`src/sv/pcsdl_pkg.sv`:
```
package pcsdl_pkg;

    // List geometry.
    localparam int CLASSES   = 4;
    localparam int DEPTH     = 16;
    localparam int MEM_DEPTH = CLASSES * DEPTH;
    localparam int ADDR_W    = (MEM_DEPTH > 1) ? $clog2(MEM_DEPTH) : 1;
    localparam int CNT_W     = $clog2(DEPTH + 1);
    localparam int CLS_W     = (CLASSES > 1) ? $clog2(CLASSES) : 1;

    // Field widths of the transfer payloads.
    localparam int TIME_W   = 24;
    localparam int CLASS_FW = 2;
    localparam int COUNT_FW = 5;
    localparam int STATUS_W = 2;

    localparam logic OP_INSERT = 1'b0;
    localparam logic OP_DELETE = 1'b1;

    localparam logic [STATUS_W-1:0] STAT_DONE      = 2'd0;
    localparam logic [STATUS_W-1:0] STAT_FULL      = 2'd1;
    localparam logic [STATUS_W-1:0] STAT_NOT_FOUND = 2'd2;

    typedef struct packed {
        logic                opcode;
        logic [CLASS_FW-1:0] class_index;
        logic [TIME_W-1:0]   end_time;
    } item_t;

    typedef struct packed {
        logic [STATUS_W-1:0] status;
        logic [COUNT_FW-1:0] count_after;
        logic                head_valid;
        logic [TIME_W-1:0]   earliest_end;
    } result_t;

    typedef enum logic [2:0] {
        S_IDLE,
        S_INS_SCAN,
        S_DEL_SCAN,
        S_DEL_MOVE,
        S_HEAD,
        S_DONE
    } seq_state_t;

    // Top level to sequencer.
    typedef struct packed {
        logic start;
        logic can_load;
    } seq_ctrl_t;

    // Sequencer to top level.
    typedef struct packed {
        logic ready;
        logic load;
    } seq_stat_t;

    // Flat store address of slot idx in the list of class cls.
    function automatic logic [ADDR_W-1:0] entry_addr(input logic [CLS_W-1:0] cls,
                                                     input logic [CNT_W-1:0] idx);
        logic [31:0] wide;
        wide = 32'(cls) * 32'(DEPTH) + 32'(idx);
        return wide[ADDR_W-1:0];
    endfunction

endpackage

```
`src/sv/pcsdl_store.sv`:
```
module pcsdl_store (
    input  logic                         clk,
    input  logic                         wr_en,
    input  logic [pcsdl_pkg::ADDR_W-1:0] wr_addr,
    input  logic [pcsdl_pkg::TIME_W-1:0] wr_data,
    input  logic [pcsdl_pkg::ADDR_W-1:0] rd_addr,
    output logic [pcsdl_pkg::TIME_W-1:0] rd_data
);
    import pcsdl_pkg::*;

    logic [TIME_W-1:0] mem [MEM_DEPTH];
    logic [TIME_W-1:0] rd_data_reg;

    // A read in the same cycle as a write to the same slot returns the old value.
    always_ff @(posedge clk)
    begin
        if (wr_en)
        begin
            mem[wr_addr] <= wr_data;
        end
        rd_data_reg <= mem[rd_addr];
    end

    assign rd_data = rd_data_reg;

endmodule

```
`src/sv/pcsdl_seq.sv`:
```
module pcsdl_seq (
    input  logic                         clk,
    input  logic                         rst_n,
    input  pcsdl_pkg::seq_ctrl_t         ctrl,
    input  pcsdl_pkg::item_t             item,
    output pcsdl_pkg::seq_stat_t         stat,
    output pcsdl_pkg::result_t           res,
    output logic                         wr_en,
    output logic [pcsdl_pkg::ADDR_W-1:0] wr_addr,
    output logic [pcsdl_pkg::TIME_W-1:0] wr_data,
    output logic [pcsdl_pkg::ADDR_W-1:0] rd_addr,
    input  logic [pcsdl_pkg::TIME_W-1:0] rd_data
);
    import pcsdl_pkg::*;

    seq_state_t          state_reg, state_next;
    logic [CLS_W-1:0]    cls_reg, cls_next;
    logic [TIME_W-1:0]   key_reg, key_next;
    logic [CNT_W-1:0]    n_reg, n_next;
    logic [CNT_W-1:0]    rd_idx_reg, rd_idx_next;
    logic [CNT_W-1:0]    pos_reg, pos_next;
    logic                dv_reg, dv_next;
    logic                ins_reg, ins_next;
    logic [TIME_W-1:0]   carry_reg, carry_next;
    logic [CNT_W-1:0]    drop_reg, drop_next;
    logic [STATUS_W-1:0] status_reg, status_next;
    logic [CNT_W-1:0]    counts_reg [CLASSES];

    logic             cnt_wr;
    logic             issue;
    logic             gt_hit;
    logic             eq_hit;
    logic             cls_ok;
    logic [CLS_W-1:0] cls_in;
    logic [31:0]      cls_wide;
    logic [31:0]      cnt_wide;

    // The shared compare unit: the entry just read against the item's time.
    assign gt_hit = rd_data > key_reg;
    assign eq_hit = rd_data == key_reg;

    assign cls_wide = 32'(item.class_index);
    assign cls_in   = cls_wide[CLS_W-1:0];
    assign cls_ok   = cls_wide < 32'(CLASSES);
    assign issue    = rd_idx_reg < n_reg;

    always_ff @(posedge clk or negedge rst_n)
    begin
        if (!rst_n)
        begin
            state_reg <= S_IDLE;
            for (int c = 0; c < CLASSES; c++)
            begin
                counts_reg[c] <= '0;
            end
        end
        else
        begin
            state_reg <= state_next;
            if (cnt_wr)
            begin
                counts_reg[cls_reg] <= n_next;
            end
        end
    end

    always_ff @(posedge clk)
    begin
        cls_reg    <= cls_next;
        key_reg    <= key_next;
        n_reg      <= n_next;
        rd_idx_reg <= rd_idx_next;
        pos_reg    <= pos_next;
        dv_reg     <= dv_next;
        ins_reg    <= ins_next;
        carry_reg  <= carry_next;
        drop_reg   <= drop_next;
        status_reg <= status_next;
    end

    always_comb
    begin
        state_next  = state_reg;
        cls_next    = cls_reg;
        key_next    = key_reg;
        n_next      = n_reg;
        rd_idx_next = rd_idx_reg;
        pos_next    = pos_reg;
        dv_next     = dv_reg;
        ins_next    = ins_reg;
        carry_next  = carry_reg;
        drop_next   = drop_reg;
        status_next = status_reg;
        cnt_wr      = 1'b0;
        wr_en       = 1'b0;
        wr_addr     = entry_addr(cls_reg, '0);
        wr_data     = key_reg;
        rd_addr     = entry_addr(cls_reg, '0);
        stat.ready  = 1'b0;
        stat.load   = 1'b0;

        case (state_reg)
            S_IDLE:
            begin
                stat.ready = 1'b1;
                if (ctrl.start)
                begin
                    cls_next    = cls_in;
                    key_next    = item.end_time;
                    rd_idx_next = '0;
                    dv_next     = 1'b0;
                    ins_next    = 1'b0;
                    drop_next   = '0;
                    status_next = STAT_DONE;
                    if (!cls_ok)
                    begin
                        n_next      = '0;
                        status_next = (item.opcode == OP_DELETE) ? STAT_NOT_FOUND : STAT_FULL;
                        state_next  = S_DONE;
                    end
                    else
                    begin
                        n_next = counts_reg[cls_in];
                        if (item.opcode == OP_DELETE)
                        begin
                            state_next = S_DEL_SCAN;
                        end
                        else if (32'(counts_reg[cls_in]) >= 32'(DEPTH))
                        begin
                            status_next = STAT_FULL;
                            state_next  = S_HEAD;
                        end
                        else
                        begin
                            state_next = S_INS_SCAN;
                        end
                    end
                end
            end

            // One pass: each entry read is written back one slot later once the
            // new time has gone in ahead of it.
            S_INS_SCAN:
            begin
                if (issue)
                begin
                    rd_addr     = entry_addr(cls_reg, rd_idx_reg);
                    rd_idx_next = rd_idx_reg + CNT_W'(1);
                    pos_next    = rd_idx_reg;
                end
                dv_next = issue;
                if (dv_reg)
                begin
                    if (!ins_reg && gt_hit)
                    begin
                        wr_en      = 1'b1;
                        wr_addr    = entry_addr(cls_reg, pos_reg);
                        wr_data    = key_reg;
                        carry_next = rd_data;
                        ins_next   = 1'b1;
                    end
                    else if (ins_reg)
                    begin
                        wr_en      = 1'b1;
                        wr_addr    = entry_addr(cls_reg, pos_reg);
                        wr_data    = carry_reg;
                        carry_next = rd_data;
                    end
                end
                else if (!issue)
                begin
                    wr_en      = 1'b1;
                    wr_addr    = entry_addr(cls_reg, n_reg);
                    wr_data    = ins_reg ? carry_reg : key_reg;
                    n_next     = n_reg + CNT_W'(1);
                    cnt_wr     = 1'b1;
                    state_next = S_HEAD;
                end
            end

            S_DEL_SCAN:
            begin
                if (issue)
                begin
                    rd_addr     = entry_addr(cls_reg, rd_idx_reg);
                    rd_idx_next = rd_idx_reg + CNT_W'(1);
                    pos_next    = rd_idx_reg;
                end
                dv_next = issue;
                if (dv_reg && eq_hit)
                begin
                    drop_next   = pos_reg + CNT_W'(1);
                    rd_idx_next = pos_reg + CNT_W'(1);
                    dv_next     = 1'b0;
                    state_next  = S_DEL_MOVE;
                end
                else if (!dv_reg && !issue)
                begin
                    status_next = STAT_NOT_FOUND;
                    state_next  = S_HEAD;
                end
            end

            S_DEL_MOVE:
            begin
                if (issue)
                begin
                    rd_addr     = entry_addr(cls_reg, rd_idx_reg);
                    rd_idx_next = rd_idx_reg + CNT_W'(1);
                    pos_next    = rd_idx_reg;
                end
                dv_next = issue;
                if (dv_reg)
                begin
                    wr_en   = 1'b1;
                    wr_addr = entry_addr(cls_reg, pos_reg - drop_reg);
                    wr_data = rd_data;
                end
                else if (!issue)
                begin
                    n_next     = n_reg - drop_reg;
                    cnt_wr     = 1'b1;
                    state_next = S_HEAD;
                end
            end

            // The head slot is read here and stays on the read port through S_DONE.
            S_HEAD:
            begin
                state_next = S_DONE;
            end

            S_DONE:
            begin
                if (ctrl.can_load)
                begin
                    stat.load  = 1'b1;
                    state_next = S_IDLE;
                end
            end

            default:
            begin
                state_next = S_IDLE;
            end
        endcase
    end

    assign cnt_wide         = 32'(n_reg);
    assign res.status       = status_reg;
    assign res.count_after  = cnt_wide[COUNT_FW-1:0];
    assign res.head_valid   = n_reg != '0;
    assign res.earliest_end = (n_reg != '0) ? rd_data : '0;

endmodule

```
`src/sv/per_class_sorted_deadline_list_unit.sv`:
```
// Items are taken one at a time: the next one is taken only once the result has been
// loaded and the sequencer is back in idle. The store, walked one slot per cycle during
// the scans, limits how fast items go through. A stalled result holds the sequencer only
// once the following item has finished.
// Reset: rst_n clears list counts and control state at once; list slots are not cleared.
module per_class_sorted_deadline_list_unit (
    input  logic               clk,
    input  logic               rst_n,
    input  logic               item_valid,
    output logic               item_stall,
    input  pcsdl_pkg::item_t   item,
    output logic               result_valid,
    input  logic               result_stall,
    output pcsdl_pkg::result_t result
);
    import pcsdl_pkg::*;

    seq_ctrl_t         ctrl;
    seq_stat_t         stat;
    result_t           res;
    result_t           result_reg;
    logic              result_valid_reg;
    logic              wr_en;
    logic [ADDR_W-1:0] wr_addr;
    logic [TIME_W-1:0] wr_data;
    logic [ADDR_W-1:0] rd_addr;
    logic [TIME_W-1:0] rd_data;

    // The sequencer takes an item only from idle; every other state stalls the input.
    assign item_stall = !stat.ready;
    assign ctrl.start = item_valid && stat.ready;

    // The result register may be reloaded when it is empty or is being transferred out
    // this cycle, so a finished result never waits on a bubble.
    assign ctrl.can_load = !result_valid_reg || !result_stall;

    pcsdl_seq u_seq (
        .clk     (clk),
        .rst_n   (rst_n),
        .ctrl    (ctrl),
        .item    (item),
        .stat    (stat),
        .res     (res),
        .wr_en   (wr_en),
        .wr_addr (wr_addr),
        .wr_data (wr_data),
        .rd_addr (rd_addr),
        .rd_data (rd_data)
    );

    pcsdl_store u_store (
        .clk     (clk),
        .wr_en   (wr_en),
        .wr_addr (wr_addr),
        .wr_data (wr_data),
        .rd_addr (rd_addr),
        .rd_data (rd_data)
    );

    always_ff @(posedge clk or negedge rst_n)
    begin
        if (!rst_n)
        begin
            result_valid_reg <= 1'b0;
        end
        else if (stat.load)
        begin
            result_valid_reg <= 1'b1;
        end
        else if (!result_stall)
        begin
            result_valid_reg <= 1'b0;
        end
    end

    always_ff @(posedge clk)
    begin
        if (stat.load)
        begin
            result_reg <= res;
        end
    end

    assign result_valid = result_valid_reg;
    assign result       = result_reg;

endmodule

```
`config.mk`:
```
export PLATFORM = sky130hd
export DESIGN_NAME = per_class_sorted_deadline_list_unit
export DESIGN_NICKNAME = d
export VERILOG_FILES = /design/src/sv/pcsdl_pkg.sv /design/src/sv/pcsdl_store.sv /design/src/sv/pcsdl_seq.sv /design/src/sv/per_class_sorted_deadline_list_unit.sv
export SDC_FILE = /design/constraint.sdc
export NUM_CORES = 2
export LEC_CHECK = 0
export ABC_AREA = 1
export BUFFER_PORTS_ARGS = -buffer_cell sky130_fd_sc_hd__buf_2
export CAP_MARGIN = 20
export CORE_MARGIN = 2
export CORE_UTILIZATION = 30
export CTS_CLUSTER_DIAMETER = 120
export CTS_CLUSTER_SIZE = 14
export DETAILED_ROUTE_END_ITERATION = 8
export HOLD_SLACK_MARGIN = 0.1
export SYNTH_ARGS = -nofsm -noshare
export SYNTH_HDL_FRONTEND = slang
export SYNTH_SLANG_ARGS = --single-unit
```
`constraint.sdc`:
```
create_clock -name clk -period 5.8 [get_ports clk]
set_input_delay 0.58 -clock clk [delete_from_list [all_inputs] [get_ports clk]]
set_output_delay 0.58 -clock clk [all_outputs]
set_load 0.01 [all_outputs]
```
==> results.cfg <==
[power_and_ir_drop]
p_int_mw = 23.25
power_frac_seq_pct = 41.1
p_per_area_mw_per_mm2 = 482.0
vdd_drop_max_mv = 0.4778
power.total_mw = 38.80
combPwrFrac_pct = 36.2
power_switching_mw = 15.56
power_frac_clock_pct = 22.7
power_leakage_nw = 30.43
swShare_pct = 40.09

[min_path]
min_from = item[24]
hp-class = in2reg

[sta]
setup_tns_ns = 0
max_freq_mhz = 206.4
final.min_clock_period_ns = 4.845
finalHoldViolations = 0
finClkSkew_ns = 0.03676
slew_headroom_pct = 16.93
maxSlewViolCount = 0
setup_viol = 0
worstMarginPinSlew_ns = 1.246
finalCritPeriodShare_pct = 83.54
rsz0062_at_grt = no

[yosys]
synth-seq-area-share_pct = 70.54
ys_dominant_reg_cell = edfxtp_1
postSynthAreaPerCell_um2 = 10.64
synth_top_cell_by_area = edfxtp_1
synth_edf_count = 1637
synth_cells = 6704
ys_ff_latch = 1690
synth_area_mm2 = 0.07136
synthArstFlopShare_pct = 1.420
ys_warn_count = 0
mappedNetlistNets = 6783
synth_top_area_share_pct = 68.88
synth.area.top_cells = edfxtp_1, nand2_1, nand3_1
synth_cell_type_count = 40

[clock_network]
cts-resized-gates = 0
h-tree-depth = 4
cts_tree = built
numCtsBuffers = 139
clk_pin_slew_ns = 0.07
clk_latency_ns = 0.81
cts.path.max_buffers = 3
clockRootBuffer = clkbuf_16
cts.sinks = 1690

[global_route]
use_met2_pct = 26.31
grt_usage_pct = 16.91
gr-usage-met3_pct = 3.111
antenna_found_initial = 11
gr-usage-met1_pct = 23.47
grt_pass1_vias = 45987
grt_busiest_layer = met2
grt_pass1_wl_um = 308000
grt_max_degree = 181
grt_overflow = 0

[cells_and_area]
final_util_pct = 33.94
fin_area_mm2 = 0.08050
final_nets = 6858
layout_common_cells = nand2_1, edfxtp_1, nand3_1, a21oi_1, o21ai_1
drive_gt1_share_pct = 7.827
largest_reg_flops = 1536
layout.cells.most_common = nand2_1
fill_cells = 23490
syn_to_final_growth_pct = 12.81

[status]
status = finished, final reports clean

[drt]
drtIter0Drc = 6107
first_pass_iters = 6
vias_per_cell = 4.891
vias = 48985
wirelength_um = 210100
routedWlPerCell_um = 20.97
drc = 0
ant_nets = 0

[floorplan]
initial_core_util_pct = 30.09
fp.dieH_um = 491.7
rows = 179
boundaryPins = 65
die-area_mm2 = 0.2418
die_x_um = 491.7
core_area_mm2 = 0.2372

[critical_path]
cp.required_ns = 6.54
setup.worst_path.start = u_seq.n_reg[2]$_DFF_P_
rr_startpoint = u_seq.n_reg[2]$_DFF_P_
critPathLaunchType = flip-flop
critPathArrivalTime_ns = 5.59
critPathKind = reg2reg
worstSetupEndpointType = flip-flop
cp_max_fo = 46

[placed_design]
dpl.hpwl_um = 124100
portBuffers = 64
placedInstanceArea_mm2 = 0.07625
place.gp.congestion = 0.9438

[run]
cap_violations = 0
-- worst max-delay path, stage by stage (launching register included) --
cell     delay, ns
dfxtp_1       0.47
inv_1         0.21
ha_1          0.36
a21oi_1       0.15
o21a_1        0.18
nand2_2       0.17
inv_1         0.15
ha_1          0.26
nand2_8       0.24
inv_8         0.49
buf_12        0.31
buf_12        0.21
nand2_1       0.06
nand2_1       0.05
nand2_1       0.05
nand3_1       0.13
o21ai_1       0.09
nand2_1       0.08
nand3_1       0.45
nand2_1       0.36
nand2_1       0.09
nand2_1       0.10
-- kinds of logic (layout without fill, tap and decap cells) --
group                      after synthesis  after routing  synth area share, %
other                                    0              1                    0
DFF                                   1690           1690                70.54
buffers and inverters                  491            635                2.981
xor gates and xnor gates                15             15               0.1841
AOI/OAI and AO/OA                      575            575                4.301
adders and majority gates               48             48               0.8626
and+or+nand+nor                       3885           3885                21.13
-- metrics by stage --
stage	cells	worst slack (ns)	hold slack, ns
finish	10016	0.9548	0.1985
global route	10016	0.7166	0.1880
CTS	10014	1.115	0.1516
detailed placement	9776	1.150	0.4045
global placement	9776	1.159	0.4045
floorplan	6704	1.398	0.2844
-- path summary, 6_finish.rpt --
kind	end	slack, ns	depth (start not counted)
min in group asynchronous	u_seq.counts_reg[11]$_DFFE_PN0P_	0.31	2
worst min-delay path	u_seq.cls_reg[0]$_DFFE_PP_	0.20	1
worst max register to register	u_store.rd_data[3]$_DFF_P_	0.95	21
worst max-delay path	u_store.rd_data[3]$_DFF_P_	0.95	21
max in group asynchronous	result_valid$_DFFE_PN0P_	5.10	2
worst min register to register	result[30]$_DFFE_PP_	0.42	0
-- synth_stat cells (6+ instances only) --
master,number
o211ai_1,27
dfxtp_1,29
a22oi_1,25
nand2_2,6
dfrtp_1,24
o21ai_0,61
clkbuf_1,119
nor2_1,134
buf_1,23
buf_4,6
xor2_1,11
buf_2,209
nor3_1,10
nand2_1,3391
inv_2,8
edfxtp_1,1637
nand4_1,6
a21oi_1,247
o21ai_1,192
nand3_1,327
ha_1,46
inv_1,125
-- final cells by class --
class	count	area, um2	share of cell area (%)
sequential	1690	50340	62.53
multi-input combinational	4523	19220	23.88
tap	3167	3963	4.922
clock buffer	195	3731	4.635
timing repair buffer	291	2515	3.124
inverter	134	520.5	0.6466
clock inverter	15	212.7	0.2642
antenna	1	2.502	0.003108
-- routing by layer --
layer,share of wire [%],up-vias
li1,-,22637
met1,43,23939
met2,45,2082
met3,8.5,325
met4,3.7,2
met5,0.0033,-
-- power by group through the flow --
stage	Clock [mW]	Sequential, mW	Combinational (mW)
detailed placement	0	16.2	13.7
finish	8.81	16.0	14.0
global route	9.40	16.0	15.1
global placement	0	16.2	13.6
CTS	8.95	15.9	13.8
floorplan	0	16.1	7.79
-- repair_timing --
action                                 in CTS  in global routing
buffers inserted                            0                  0
endpoints found under the hold margin      51                  0
hold buffers                               28                  0
Note: power is estimated with default switching activity, not from simulation.
